==> src/design/iou_pkg.sv <==
// Package for the IoU best-match selector: transfer payload types, the
// sequencer state and the shared multiplier controls. No dependencies.
`timescale 1ns / 1ps

package iou_pkg;

   // Fixed field widths of the request and response transfers.
   localparam int FIELD_BITS = 12;
   localparam int INDEX_BITS = 8;
   localparam int INTER_BITS = 24;
   localparam int UNION_BITS = 25;

   // One candidate against the query box.
   typedef struct packed {
      logic [FIELD_BITS-1:0] query_x;
      logic [FIELD_BITS-1:0] query_y;
      logic [FIELD_BITS-1:0] query_w;
      logic [FIELD_BITS-1:0] query_h;
      logic [FIELD_BITS-1:0] cand_x;
      logic [FIELD_BITS-1:0] cand_y;
      logic [FIELD_BITS-1:0] cand_w;
      logic [FIELD_BITS-1:0] cand_h;
      logic                  last_cand;
   } req_type;

   // Result of one candidate list.
   typedef struct packed {
      logic [INDEX_BITS-1:0] best_index;
      logic                  found;
      logic [INTER_BITS-1:0] best_inter;
      logic [UNION_BITS-1:0] best_union;
      logic                  overflow;
   } rsp_type;

   // Operations of the shared multiplier.
   typedef enum logic [2:0] {
      MUL_QUERY_AREA,
      MUL_CAND_AREA,
      MUL_INTER,
      MUL_LHS,
      MUL_RHS
   } mul_op_type;

   typedef struct packed {
      logic       en;
      mul_op_type op;
   } mul_ctrl_type;

   // Sequencer states.
   typedef enum logic [2:0] {
      ST_IDLE,
      ST_QAREA,
      ST_CAREA,
      ST_INTER,
      ST_LHS,
      ST_RHS,
      ST_DECIDE,
      ST_OUT
   } state_type;

endpackage

==> src/design/iou_mul_unit.sv <==
// Shared multiplier of the IoU selector with its operand selection and the
// overlap extents of the two boxes. Depends on iou_pkg.
`timescale 1ns / 1ps

module iou_mul_unit #(
   parameter int CW = 12
) (
   input  logic                      clock,
   input  iou_pkg::mul_ctrl_type     ctrl,
   input  iou_pkg::req_type          box,
   input  logic [2*CW-1:0]           inter,
   input  logic [2*CW:0]             uni,
   input  logic [2*CW-1:0]           best_num,
   input  logic [2*CW:0]             best_den,
   output logic [4*CW+1:0]           prod
);

   localparam int EW    = CW + 1;
   localparam int UNI_W = 2 * CW + 1;
   localparam int PROD_W = 2 * UNI_W;

   logic [EW-1:0]     qx0, qy0, qw, qh, cx0, cy0, cw, ch;
   logic [EW-1:0]     qx1, qy1, cx1, cy1;
   logic [EW-1:0]     lo_x, hi_x, lo_y, hi_y;
   logic              overlap;
   logic [EW-1:0]     dx_in, dy_in;
   logic [EW-1:0]     dx_ff, dy_ff;
   logic [UNI_W-1:0]  op_a, op_b;
   logic [PROD_W-1:0] prod_ff;

   // Coordinates keep their low CW bits; far edges get one carry bit.
   always_comb begin
      qx0 = EW'(box.query_x[CW-1:0]);
      qy0 = EW'(box.query_y[CW-1:0]);
      qw  = EW'(box.query_w[CW-1:0]);
      qh  = EW'(box.query_h[CW-1:0]);
      cx0 = EW'(box.cand_x[CW-1:0]);
      cy0 = EW'(box.cand_y[CW-1:0]);
      cw  = EW'(box.cand_w[CW-1:0]);
      ch  = EW'(box.cand_h[CW-1:0]);
      qx1 = qx0 + qw;
      qy1 = qy0 + qh;
      cx1 = cx0 + cw;
      cy1 = cy0 + ch;
   end

   // Overlap extents; separated boxes give zero, touching boxes give zero length.
   always_comb begin
      overlap = !((qx0 > cx1) || (qx1 < cx0) || (qy0 > cy1) || (qy1 < cy0));
      hi_x    = (qx1 < cx1) ? qx1 : cx1;
      lo_x    = (qx0 > cx0) ? qx0 : cx0;
      hi_y    = (qy1 < cy1) ? qy1 : cy1;
      lo_y    = (qy0 > cy0) ? qy0 : cy0;
      dx_in   = overlap ? (hi_x - lo_x) : '0;
      dy_in   = overlap ? (hi_y - lo_y) : '0;
   end

   // Extents are captured alongside the first multiply of an item.
   always_ff @(posedge clock) begin
      if (ctrl.en && ctrl.op == iou_pkg::MUL_QUERY_AREA) begin
         dx_ff <= dx_in;
         dy_ff <= dy_in;
      end
   end

   // Operand selection for the single multiplier.
   always_comb begin
      case (ctrl.op)
         iou_pkg::MUL_QUERY_AREA: begin
            op_a = UNI_W'(qw);
            op_b = UNI_W'(qh);
         end
         iou_pkg::MUL_CAND_AREA: begin
            op_a = UNI_W'(cw);
            op_b = UNI_W'(ch);
         end
         iou_pkg::MUL_INTER: begin
            op_a = UNI_W'(dx_ff);
            op_b = UNI_W'(dy_ff);
         end
         iou_pkg::MUL_LHS: begin
            op_a = UNI_W'(inter);
            op_b = best_den;
         end
         iou_pkg::MUL_RHS: begin
            op_a = UNI_W'(best_num);
            op_b = uni;
         end
         default: begin
            op_a = '0;
            op_b = '0;
         end
      endcase
   end

   always_ff @(posedge clock) begin
      if (ctrl.en) begin
         prod_ff <= op_a * op_b;
      end
   end

   assign prod = prod_ff;

endmodule

==> src/design/iou_best_match_select.sv <==
// Top level of the IoU best-match selector: sequencer, running best and
// response register. Depends on iou_pkg and iou_mul_unit.
`timescale 1ns / 1ps

// Usage:
// Each request transfer carries the query box, one candidate box and a
// last_cand flag. The block scores the candidate by intersection over union
// and keeps the best one; ratios are compared exactly by cross-multiplying.
// Ties go to the later candidate and a candidate with zero union is skipped.
// On a candidate marked last it sends one response transfer with the best
// index, its areas, a found flag and an overflow flag, then starts a new list.
// Candidates past MAX_CANDIDATES are dropped and raise overflow.
// Sequencing: req_ready drops after a candidate's transfer and returns after
// five passes through the one shared multiplier (two box areas, the
// intersection and both cross products) and the compare. A last candidate
// then loads the response into the output register, after which rsp_valid
// rises and the next candidate can follow. A dropped candidate skips the
// multiplier and the compare; one marked last goes on to load the response.
// A response waiting in the output register does not block new candidates;
// only a second response waits until rsp_ready takes the first.
// Reset clears the running best, the candidate count and rsp_valid.
module iou_best_match_select #(
   parameter int COORD_BITS     = 12,
   parameter int MAX_CANDIDATES = 256
) (
   input  logic             clock,
   input  logic             reset,
   input  logic             req_valid,
   output logic             req_ready,
   input  iou_pkg::req_type req_data,
   output logic             rsp_valid,
   input  logic             rsp_ready,
   output iou_pkg::rsp_type rsp_data
);

   localparam int FW     = iou_pkg::FIELD_BITS;
   localparam int CW     = (COORD_BITS < FW) ? COORD_BITS : FW;
   localparam int AREA_W = 2 * CW;
   localparam int UNI_W  = 2 * CW + 1;
   localparam int PROD_W = 2 * UNI_W;
   localparam int NW     = $clog2(MAX_CANDIDATES + 1);
   localparam int PW     = $clog2(MAX_CANDIDATES);
   localparam int IdxW   = iou_pkg::INDEX_BITS;
   localparam int InterW = iou_pkg::INTER_BITS;
   localparam int UnionW = iou_pkg::UNION_BITS;

   iou_pkg::state_type    state_ff, state_in;
   iou_pkg::req_type      box_ff, box_in;
   iou_pkg::mul_ctrl_type mul_ctrl;
   iou_pkg::rsp_type      rsp_ff, rsp_in;
   logic                  rsp_valid_ff, rsp_valid_in;

   logic [NW-1:0]     position_ff, position_in;
   logic [PW-1:0]     best_pos_ff, best_pos_in;
   logic [AREA_W-1:0] best_num_ff, best_num_in;
   logic [UNI_W-1:0]  best_den_ff, best_den_in;
   logic              have_best_ff, have_best_in;
   logic              too_many_ff, too_many_in;

   logic [UNI_W-1:0]  area_ff, area_in;
   logic [AREA_W-1:0] inter_ff, inter_in;
   logic [UNI_W-1:0]  uni_ff, uni_in;
   logic [PROD_W-1:0] lhs_ff, lhs_in;
   logic [PROD_W-1:0] prod;
   logic [AREA_W-1:0] mul_inter;
   logic              take;

   // Shared multiplier; its product is registered inside.
   iou_mul_unit #(
      .CW(CW)
   ) u_mul (
      .clock    (clock),
      .ctrl     (mul_ctrl),
      .box      (box_ff),
      .inter    (mul_inter),
      .uni      (uni_ff),
      .best_num (best_num_ff),
      .best_den (best_den_ff),
      .prod     (prod)
   );

   // The intersection product feeds the left cross product directly.
   assign mul_inter = prod[AREA_W-1:0];
   assign take      = (uni_ff != '0) && (lhs_ff >= prod);

   // Sequencer: next state, running best and response register.
   always_comb begin
      state_in     = state_ff;
      box_in       = box_ff;
      rsp_in       = rsp_ff;
      rsp_valid_in = rsp_valid_ff && !rsp_ready;
      position_in  = position_ff;
      best_pos_in  = best_pos_ff;
      best_num_in  = best_num_ff;
      best_den_in  = best_den_ff;
      have_best_in = have_best_ff;
      too_many_in  = too_many_ff;
      area_in      = area_ff;
      inter_in     = inter_ff;
      uni_in       = uni_ff;
      lhs_in       = lhs_ff;
      mul_ctrl.en  = 1'b0;
      mul_ctrl.op  = iou_pkg::MUL_QUERY_AREA;
      req_ready    = 1'b0;

      case (state_ff)
         iou_pkg::ST_IDLE: begin
            req_ready = 1'b1;
            if (req_valid) begin
               box_in = req_data;
               if (position_ff == NW'(MAX_CANDIDATES)) begin
                  too_many_in = 1'b1;
                  if (req_data.last_cand) begin
                     state_in = iou_pkg::ST_OUT;
                  end
               end else begin
                  state_in = iou_pkg::ST_QAREA;
               end
            end
         end
         iou_pkg::ST_QAREA: begin
            mul_ctrl.en = 1'b1;
            mul_ctrl.op = iou_pkg::MUL_QUERY_AREA;
            state_in    = iou_pkg::ST_CAREA;
         end
         iou_pkg::ST_CAREA: begin
            mul_ctrl.en = 1'b1;
            mul_ctrl.op = iou_pkg::MUL_CAND_AREA;
            area_in     = prod[UNI_W-1:0];
            state_in    = iou_pkg::ST_INTER;
         end
         iou_pkg::ST_INTER: begin
            mul_ctrl.en = 1'b1;
            mul_ctrl.op = iou_pkg::MUL_INTER;
            area_in     = area_ff + prod[UNI_W-1:0];
            state_in    = iou_pkg::ST_LHS;
         end
         iou_pkg::ST_LHS: begin
            mul_ctrl.en = 1'b1;
            mul_ctrl.op = iou_pkg::MUL_LHS;
            inter_in    = prod[AREA_W-1:0];
            uni_in      = area_ff - prod[UNI_W-1:0];
            state_in    = iou_pkg::ST_RHS;
         end
         iou_pkg::ST_RHS: begin
            mul_ctrl.en = 1'b1;
            mul_ctrl.op = iou_pkg::MUL_RHS;
            lhs_in      = prod;
            state_in    = iou_pkg::ST_DECIDE;
         end
         iou_pkg::ST_DECIDE: begin
            // A tie still takes the candidate, so later ones win.
            if (take) begin
               best_num_in  = inter_ff;
               best_den_in  = uni_ff;
               best_pos_in  = position_ff[PW-1:0];
               have_best_in = 1'b1;
            end
            position_in = position_ff + NW'(1);
            state_in    = box_ff.last_cand ? iou_pkg::ST_OUT : iou_pkg::ST_IDLE;
         end
         iou_pkg::ST_OUT: begin
            // Load the response once the output register is free, then clear.
            if (!rsp_valid_ff || rsp_ready) begin
               rsp_valid_in       = 1'b1;
               rsp_in.found       = have_best_ff;
               rsp_in.best_index  = have_best_ff ? IdxW'(best_pos_ff) : '0;
               rsp_in.best_inter  = have_best_ff ? InterW'(best_num_ff) : '0;
               rsp_in.best_union  = have_best_ff ? UnionW'(best_den_ff) : '0;
               rsp_in.overflow    = too_many_ff;
               position_in        = '0;
               best_pos_in        = '0;
               best_num_in        = '0;
               best_den_in        = UNI_W'(1);
               have_best_in       = 1'b0;
               too_many_in        = 1'b0;
               state_in           = iou_pkg::ST_IDLE;
            end
         end
         default: begin
            state_in = iou_pkg::ST_IDLE;
         end
      endcase
   end

   // Control state.
   always_ff @(posedge clock) begin
      if (reset) begin
         state_ff     <= iou_pkg::ST_IDLE;
         rsp_valid_ff <= 1'b0;
         position_ff  <= '0;
         best_pos_ff  <= '0;
         best_num_ff  <= '0;
         best_den_ff  <= UNI_W'(1);
         have_best_ff <= 1'b0;
         too_many_ff  <= 1'b0;
      end else begin
         state_ff     <= state_in;
         rsp_valid_ff <= rsp_valid_in;
         position_ff  <= position_in;
         best_pos_ff  <= best_pos_in;
         best_num_ff  <= best_num_in;
         best_den_ff  <= best_den_in;
         have_best_ff <= have_best_in;
         too_many_ff  <= too_many_in;
      end
   end

   // Payload and working registers.
   always_ff @(posedge clock) begin
      box_ff   <= box_in;
      rsp_ff   <= rsp_in;
      area_ff  <= area_in;
      inter_ff <= inter_in;
      uni_ff   <= uni_in;
      lhs_ff   <= lhs_in;
   end

   assign rsp_valid = rsp_valid_ff;
   assign rsp_data  = rsp_ff;

`ifndef ASSERT_OFF
   // A reported match always has a nonzero union.
   a_found_union: assert property (@(posedge clock) disable iff (reset)
      rsp_valid && rsp_data.found |-> rsp_data.best_union != '0)
      else $error("found response with zero union");

   // With no match, the reported areas and index are zero.
   a_empty_zero: assert property (@(posedge clock) disable iff (reset)
      rsp_valid && !rsp_data.found |->
         rsp_data.best_union == '0 && rsp_data.best_inter == '0 &&
         rsp_data.best_index == '0)
      else $error("empty response carries nonzero fields");

   // The candidate count saturates at the list limit.
   a_pos_limit: assert property (@(posedge clock) disable iff (reset)
      position_ff <= NW'(MAX_CANDIDATES))
      else $error("candidate count past limit");

   // The held best ratio never has a zero denominator.
   a_den_nonzero: assert property (@(posedge clock) disable iff (reset)
      best_den_ff != '0)
      else $error("best denominator is zero");

   // A non-final candidate returns to idle right after the compare.
   a_decide_idle: assert property (@(posedge clock) disable iff (reset)
      state_ff == iou_pkg::ST_DECIDE && !box_ff.last_cand |=>
         state_ff == iou_pkg::ST_IDLE)
      else $error("sequencer did not return to idle");
`endif

endmodule
==> config.mk <==
export PLATFORM = sky130hd
export DESIGN_NAME = iou_best_match_select
export DESIGN_NICKNAME = d
export VERILOG_FILES = /design/src/design/iou_pkg.sv /design/src/design/iou_mul_unit.sv /design/src/design/iou_best_match_select.sv
export SDC_FILE = /design/constraint.sdc
export NUM_CORES = 2
export LEC_CHECK = 0
export ABC_AREA = 0
export ABC_CLOCK_PERIOD_IN_PS = 9300
export BUFFER_PORTS_ARGS = -buffer_cell sky130_fd_sc_hd__buf_4
export CELL_PAD_IN_SITES_DETAIL_PLACEMENT = 2
export CELL_PAD_IN_SITES_GLOBAL_PLACEMENT = 2
export CORE_UTILIZATION = 35
export DETAILED_ROUTE_END_ITERATION = 10
export PLACE_DENSITY = 0.69
export SLEW_MARGIN = 20
export SYNTH_ARGS = -nofsm -noshare
export SYNTH_HDL_FRONTEND = slang
export SYNTH_HIERARCHICAL = 1
export SYNTH_SLANG_ARGS = --single-unit
==> constraint.sdc <==
create_clock -name clock -period 9.3 [get_ports clock]
set_input_delay 0.465 -clock clock [delete_from_list [all_inputs] [get_ports clock]]
set_output_delay 0.465 -clock clock [all_outputs]
set_load 0.05 [all_outputs]
== Word-level counts from Yosys, hierarchy flattened ==
Index checks and enable logic that the tools add are counted.

* Register bits: 428
* Output and inout bits: 61
* Logic and storage cells: 120

* $add $sub $neg: 9
* $mul: 1
* Magnitude comparators: 9
* Equal/unequal tests: 17
* Multiplexer cells: 34
* Reductions and logical operators: 21

{| class="wikitable"
|+ Operator list
! kind !! number
|-
| 25-bit case mux with 5 select lines || 1
|-
| 24-bit case mux with 5 select lines || 1
|-
| 25-bit case mux with 2 select lines || 2
|-
| 12-bit by 12-bit adder with 13-bit output || 4
|-
| 50-bit >= comparator || 1
|-
| 25-bit 2-to-1 mux || 2
|-
| 24-bit by 25-bit multiplier with 49-bit output || 1
|-
| 24-bit 2-to-1 mux || 2
|-
| 24-bit case mux with 2 select lines || 1
|-
| 12-bit by 13-bit > comparator with 1-bit output || 2
|-
| 13-bit by 12-bit less-than comparator with 1-bit output || 2
|-
| 13-bit less-than comparator || 2
|-
| 13-bit 2-to-1 mux || 2
|-
| 13-bit subtractor || 2
|-
| 25-bit adder || 1
|-
| 25-bit nonzero test || 1
|-
| 25-bit subtractor || 1
|-
| 12-bit > comparator || 2
|-
| 12-bit 2-to-1 mux || 2
|-
| 3-bit case mux with 8 select lines || 1
|-
| 4-bit case mux with 5 select lines || 1
|-
| 9-bit case mux with 2 select lines || 1
|-
| 8-bit 2-to-1 mux || 2
|-
| 8-bit case mux with 2 select lines || 1
|-
| 19 further kinds || 53
|}

== Depth between registers and ports, before layout ==
* Word-level depth: 5
* Depth in mapped cells: 38
* Depth with buffers taken out: 33

== By module ==
The synthesis kept the hierarchy.

{| class="wikitable"
|+ Modules (own cells, without submodules)
! module !! times used !! cells an instance !! area an instance (µm²)
|-
| iou_mul_unit || 1 || 3,326 || 28,743.8
|-
| iou_best_match_select || 1 || 1,167 || 15,452.3
|}

== Least setup slack after synthesis ==
Ideal clock, no wire load.

* Path kind: reg2reg
* Start: register state_ff[2] (netlist name)
* End: register u_mul.prod_ff[49] (netlist: u_mul/prod[49]), data pin
* Arrival: 9,040 ps
* Path slack: -1 ps
* Cell stages (with the launch flop): 35
* Clock period less this slack: 9,301 ps
* Path through: dfxtp_1 clkbuf_1 nand2b_1 inv_1 nand2_1 clkbuf_1 o21ai_0 buf_2 buf_1 mux2i_1 o22a_1 clkbuf_1 nor2_1 fa_1 fa_1 inv_1 fa_1 inv_1 fa_1 inv_1 fa_1 inv_1 fa_1 inv_1 fa_1 inv_1 ha_1 nand4_1 or3_1 o211ai_2 o21ai_2 a31o_4 o311ai_1 o211ai_1 xnor2_1

{| class="wikitable"
|+ RTL lines
! what !! line !! RTL
|-
| end signal, assigned || iou_mul_unit.sv:98 || <nowiki>prod_ff <= op_a * op_b;</nowiki>
|-
| end, declared || iou_mul_unit.sv:29 || <nowiki>logic [PROD_W-1:0] prod_ff;</nowiki>
|}

==> PnR_summary.wiki <==
{| class="wikitable"
! Metric !! Value
|-
| Ys Warns || 6
|-
| Number of antenna violations at the first check in global routing || 4
|-
| Grt ovf || 0
|-
| Cells after synthesis || 4493
|-
| DPL Wire Length || 140 mm
|-
| Synthesized-area fraction occupied by xor and xnor cells || 3.01%
|-
| Data required, critical path || 9.67 ns
|-
| Share of the clock period used by the worst path || 97.3%
|-
| Share of Yosys cell area claimed by the top area cell type || 24.2%
|-
| Remaining antenna violation count || 0
|-
| Pin count of the biggest net entering global routing || 69
|-
| Core ar. || 125000 µm²
|-
| Count of endpoints failing hold in the final timing report || 0
|-
| Top library cells by usage in the layout, fill and taps aside || inv_1, fa_1, nand2_1
|-
| Average wire per standard cell || 26.6 µm
|-
| Count of flip-flops with a built-in enable after synthesis || 356
|-
| Worst-path cell with the longest stage delay || fa_1
|-
| Setup_tns || 0 ns
|-
| Clock-pin slew of the registers on the worst-case setup and hold paths || 0.06 ns
|-
| Clock tree from TritonCTS || built
|-
| Worst rel slew slack || 32.1%
|-
| Effective utilization at floorplan || 35.2%
|-
| Path category of the worst min-delay check || input port to flip-flop
|-
| Capturing element type of the critical path || flip-flop
|-
| Number of max-slew violations in the final report || 0
|-
| Global placement routability congestion || 0.942
|-
| Portion of the post-synthesis area used by sequential elements || 27.4%
|-
| End-of-flow core utilization || 40.7%
|-
| Post-route DRC violation count || 0
|-
| Outcome || complete, no violations
|-
| Width of the die || 357 µm
|-
| Number of vias per cell after detailed routing || 5.32
|-
| Proportion of synthesized area in mux cells || 2.12%
|-
| Launching element type of the critical path || flip-flop
|-
| Data arrival at the endpoint of the critical path || 9.42 ns
|-
| Biggest area consumer among synthesized cells || edfxtp_1
|-
| TritonRoute pass-1 iters || 5
|-
| Area occupied by registers || 12100 µm²
|-
| Final setup violating endpoints || 0
|-
| Synth Area in Compound Gates || 11.4%
|-
| Site Rows || 130
|-
| Fraction of registers with async set or reset after synthesis || 0%
|-
| Overall Global Routing Usage || 27.3%
|-
| Die area || 128000 µm²
|-
| Biggest cell delay along the critical path || 0.58 ns
|-
| Unique masters post-synth || 84
|-
| Vias in the first global route || 39500
|-
| Max Root-Sink Buffers || 3
|-
| Share of synthesized cell area in and, or, nand and nor gates || 12.2%
|-
| Leading cell types by total area after synthesis || edfxtp_1, fa_1, ha_1
|-
| Clock root cell || clkbuf_16
|-
| Most common library cell in the layout ignoring fill and taps || inv_1
|-
| Nets || 5880
|-
| Number of buffers created by CTS || 50
|-
| Global-route wire length before repair || 257 mm
|-
| Clock sink count || 428
|-
| Netlist Area Pre-Place || 44200 µm²
|-
| Number of vias after detailed routing || 34700
|-
| Area share of fa/ha/maj cells after synthesis || 35.9%
|-
| Largest fanout of any net on the critical path || 11
|-
| Post-route clock skew || 0.0469 ns
|-
| Share of post-route cells with drive strength above 1 || 10.5%
|-
| Number of DRC violations after detailed-routing iteration 0 || 1704
|-
| Filler cell count || 13400
|-
| Signed area change from the synthesized netlist to the final layout || 15.4%
|-
| Placement Setup Slack || -0.0542 ns
|-
| Multi-input logic area || 28700 µm²
|-
| Setup Crit Path Kind || flip-flop to flip-flop
|-
| Mean Syn Cell Area || 9.84 µm²
|-
| Number of synthesized register bits || 428
|-
| Most used flip-flop cell after synthesis || edfxtp_1
|-
| Clock insertion delay at the later pin of the skew report || 0.66 ns
|-
| Number of nets in the synthesized netlist || 5553
|-
| Crit-path most repeated cell || fa_1
|-
| Min Clock Period, post-route || 9.05 ns
|-
| Number of max-cap violations || 0
|-
| Largest family of logic cells by synthesized area || adder cells
|-
| H-tree depth || 2
|-
| Crit path setup slack, layout || 0.255 ns
|-
| Hold Worst Slack || 0.0499 ns
|-
| Peak Freq || 0.111 GHz
|-
| Port Buffer Count || 161
|-
| Die span in y || 357 µm
|-
| Sum of routed wire length over all layers || 173 mm
|-
| Slew at the pin with the worst max-slew slack || 1.02 ns
|-
| Number of ports placed on the die boundary || 162
|}
[layer usage]
| layer | GRT usage [%] | share of wire, % | vias up |
|---|---|---|---|
| met5 | 0 | 0 | - |
| met4 | 11.1 | 4.6 | 0 |
| met3 | 2.64 | 3.3 | 265 |
| met2 | 49.0 | 51 | 696 |
| met1 | 33.4 | 41 | 18200 |
| li1 | - | - | 15500 |
[stage by stage]
step | cells | cell area, µm²
after floorplan | 4493 | 44200
after global placement | 6318 | 48200
after detailed placement | 6318 | 48200
after CTS | 6505 | 50900
after global routing | 6509 | 51000
final | 6512 | 51000
[path summary, 6_finish.rpt]
path / startpoint / endpoint / slack (ns) / cells after the start
max: state_ff[2] / u_mul/prod[46] / 0.25 / 30
min: req_data[0] / box_ff[0] / 0.05 / 1
max reg2reg: state_ff[2] / u_mul/prod[46] / 0.25 / 30
min reg2reg: too_many_ff / rsp_data[0] / 0.43 / 0
[synthesized netlist by cell type, types with 20 or more instances]
library cell and count:
o21bai_1 25, o22ai_1 21, o2bb2ai_2 20, nor2b_1 23
nand3_1 26, nand4_1 39, nand2_1 505, dfxtp_1 72
nand2b_1 60, a21oi_1 204, xor2_1 50, fa_1 513
edfxtp_1 356, clkbuf_1 125, o21ai_0 103, ha_1 446
a21o_1 89, mux2i_1 78, nor2_1 370, and2_1 98
nor3_1 34, xnor2_1 102, o21a_1 30, inv_1 753
a22oi_1 31, a22o_1 66
[flip-flops by register name (all words and copies together) (netlist names)]
| signal | cells |
|---|---|
| rsp_valid | 1 |
| best_num_ff | 24 |
| box_ff | 97 |
| rsp_data | 59 |
| state_ff | 3 |
| best_pos_ff | 8 |
| best_den_ff | 25 |
| inter_ff | 24 |
| position_ff | 9 |
| uni_ff | 25 |
| u_mul/dy_ff | 13 |
| lhs_ff | 50 |
| too_many_ff | 1 |
| u_mul/prod | 50 |
| area_ff | 25 |
| u_mul/dx_ff | 13 |
| have_best_ff | 1 |
[critical path: cells and delay by family (launching register included)]
family,cells,cell delay [ns]
and+or+nand+nor,7,1.40
buffers and inverters,6,0.72
xor gates and xnor gates,1,0.16
muxes,1,0.32
adders and majority gates,8,3.98
AOI/OAI and AO/OA,7,1.78
DFF,1,0.40
[cell families (layout without fill, tap and decap cells)]
family          Yosys count  in the layout
buf+inv                 910           1276
other cells               0              3
fa+ha+maj               959            959
mux                      91             91
simple gates           1219           1219
xor+xnor                152            152
compound gates          734            734
flops                   428            428
[cell type report]
class / count / share of cell area [%]
clock inverter: 19 / 0.368
inverter: 755 / 5.57
tap: 1650 / 4.05
antenna: 3 / 0.0147
timing repair buffer: 430 / 6.96
clock buffer: 72 / 2.90
sequential: 428 / 23.8
multi-input combinational: 3155 / 56.3
[what timing repair did]
| action | 4_1_cts | 5_1_grt |
|---|---|---|
| pin swaps | 0 | 3 |
| resized for setup | 1 | 22 |
| cloned | 0 | 1 |
| hold endpoints to repair | 96 | 0 |
| hold buffers | 96 | 0 |
| endpoints found under the setup margin | 2 | 15 |
| buffers inserted | 0 | 3 |
Power is not shown: default switching activity piles up to over one toggle a cycle in this logic, so the estimate is an artifact.
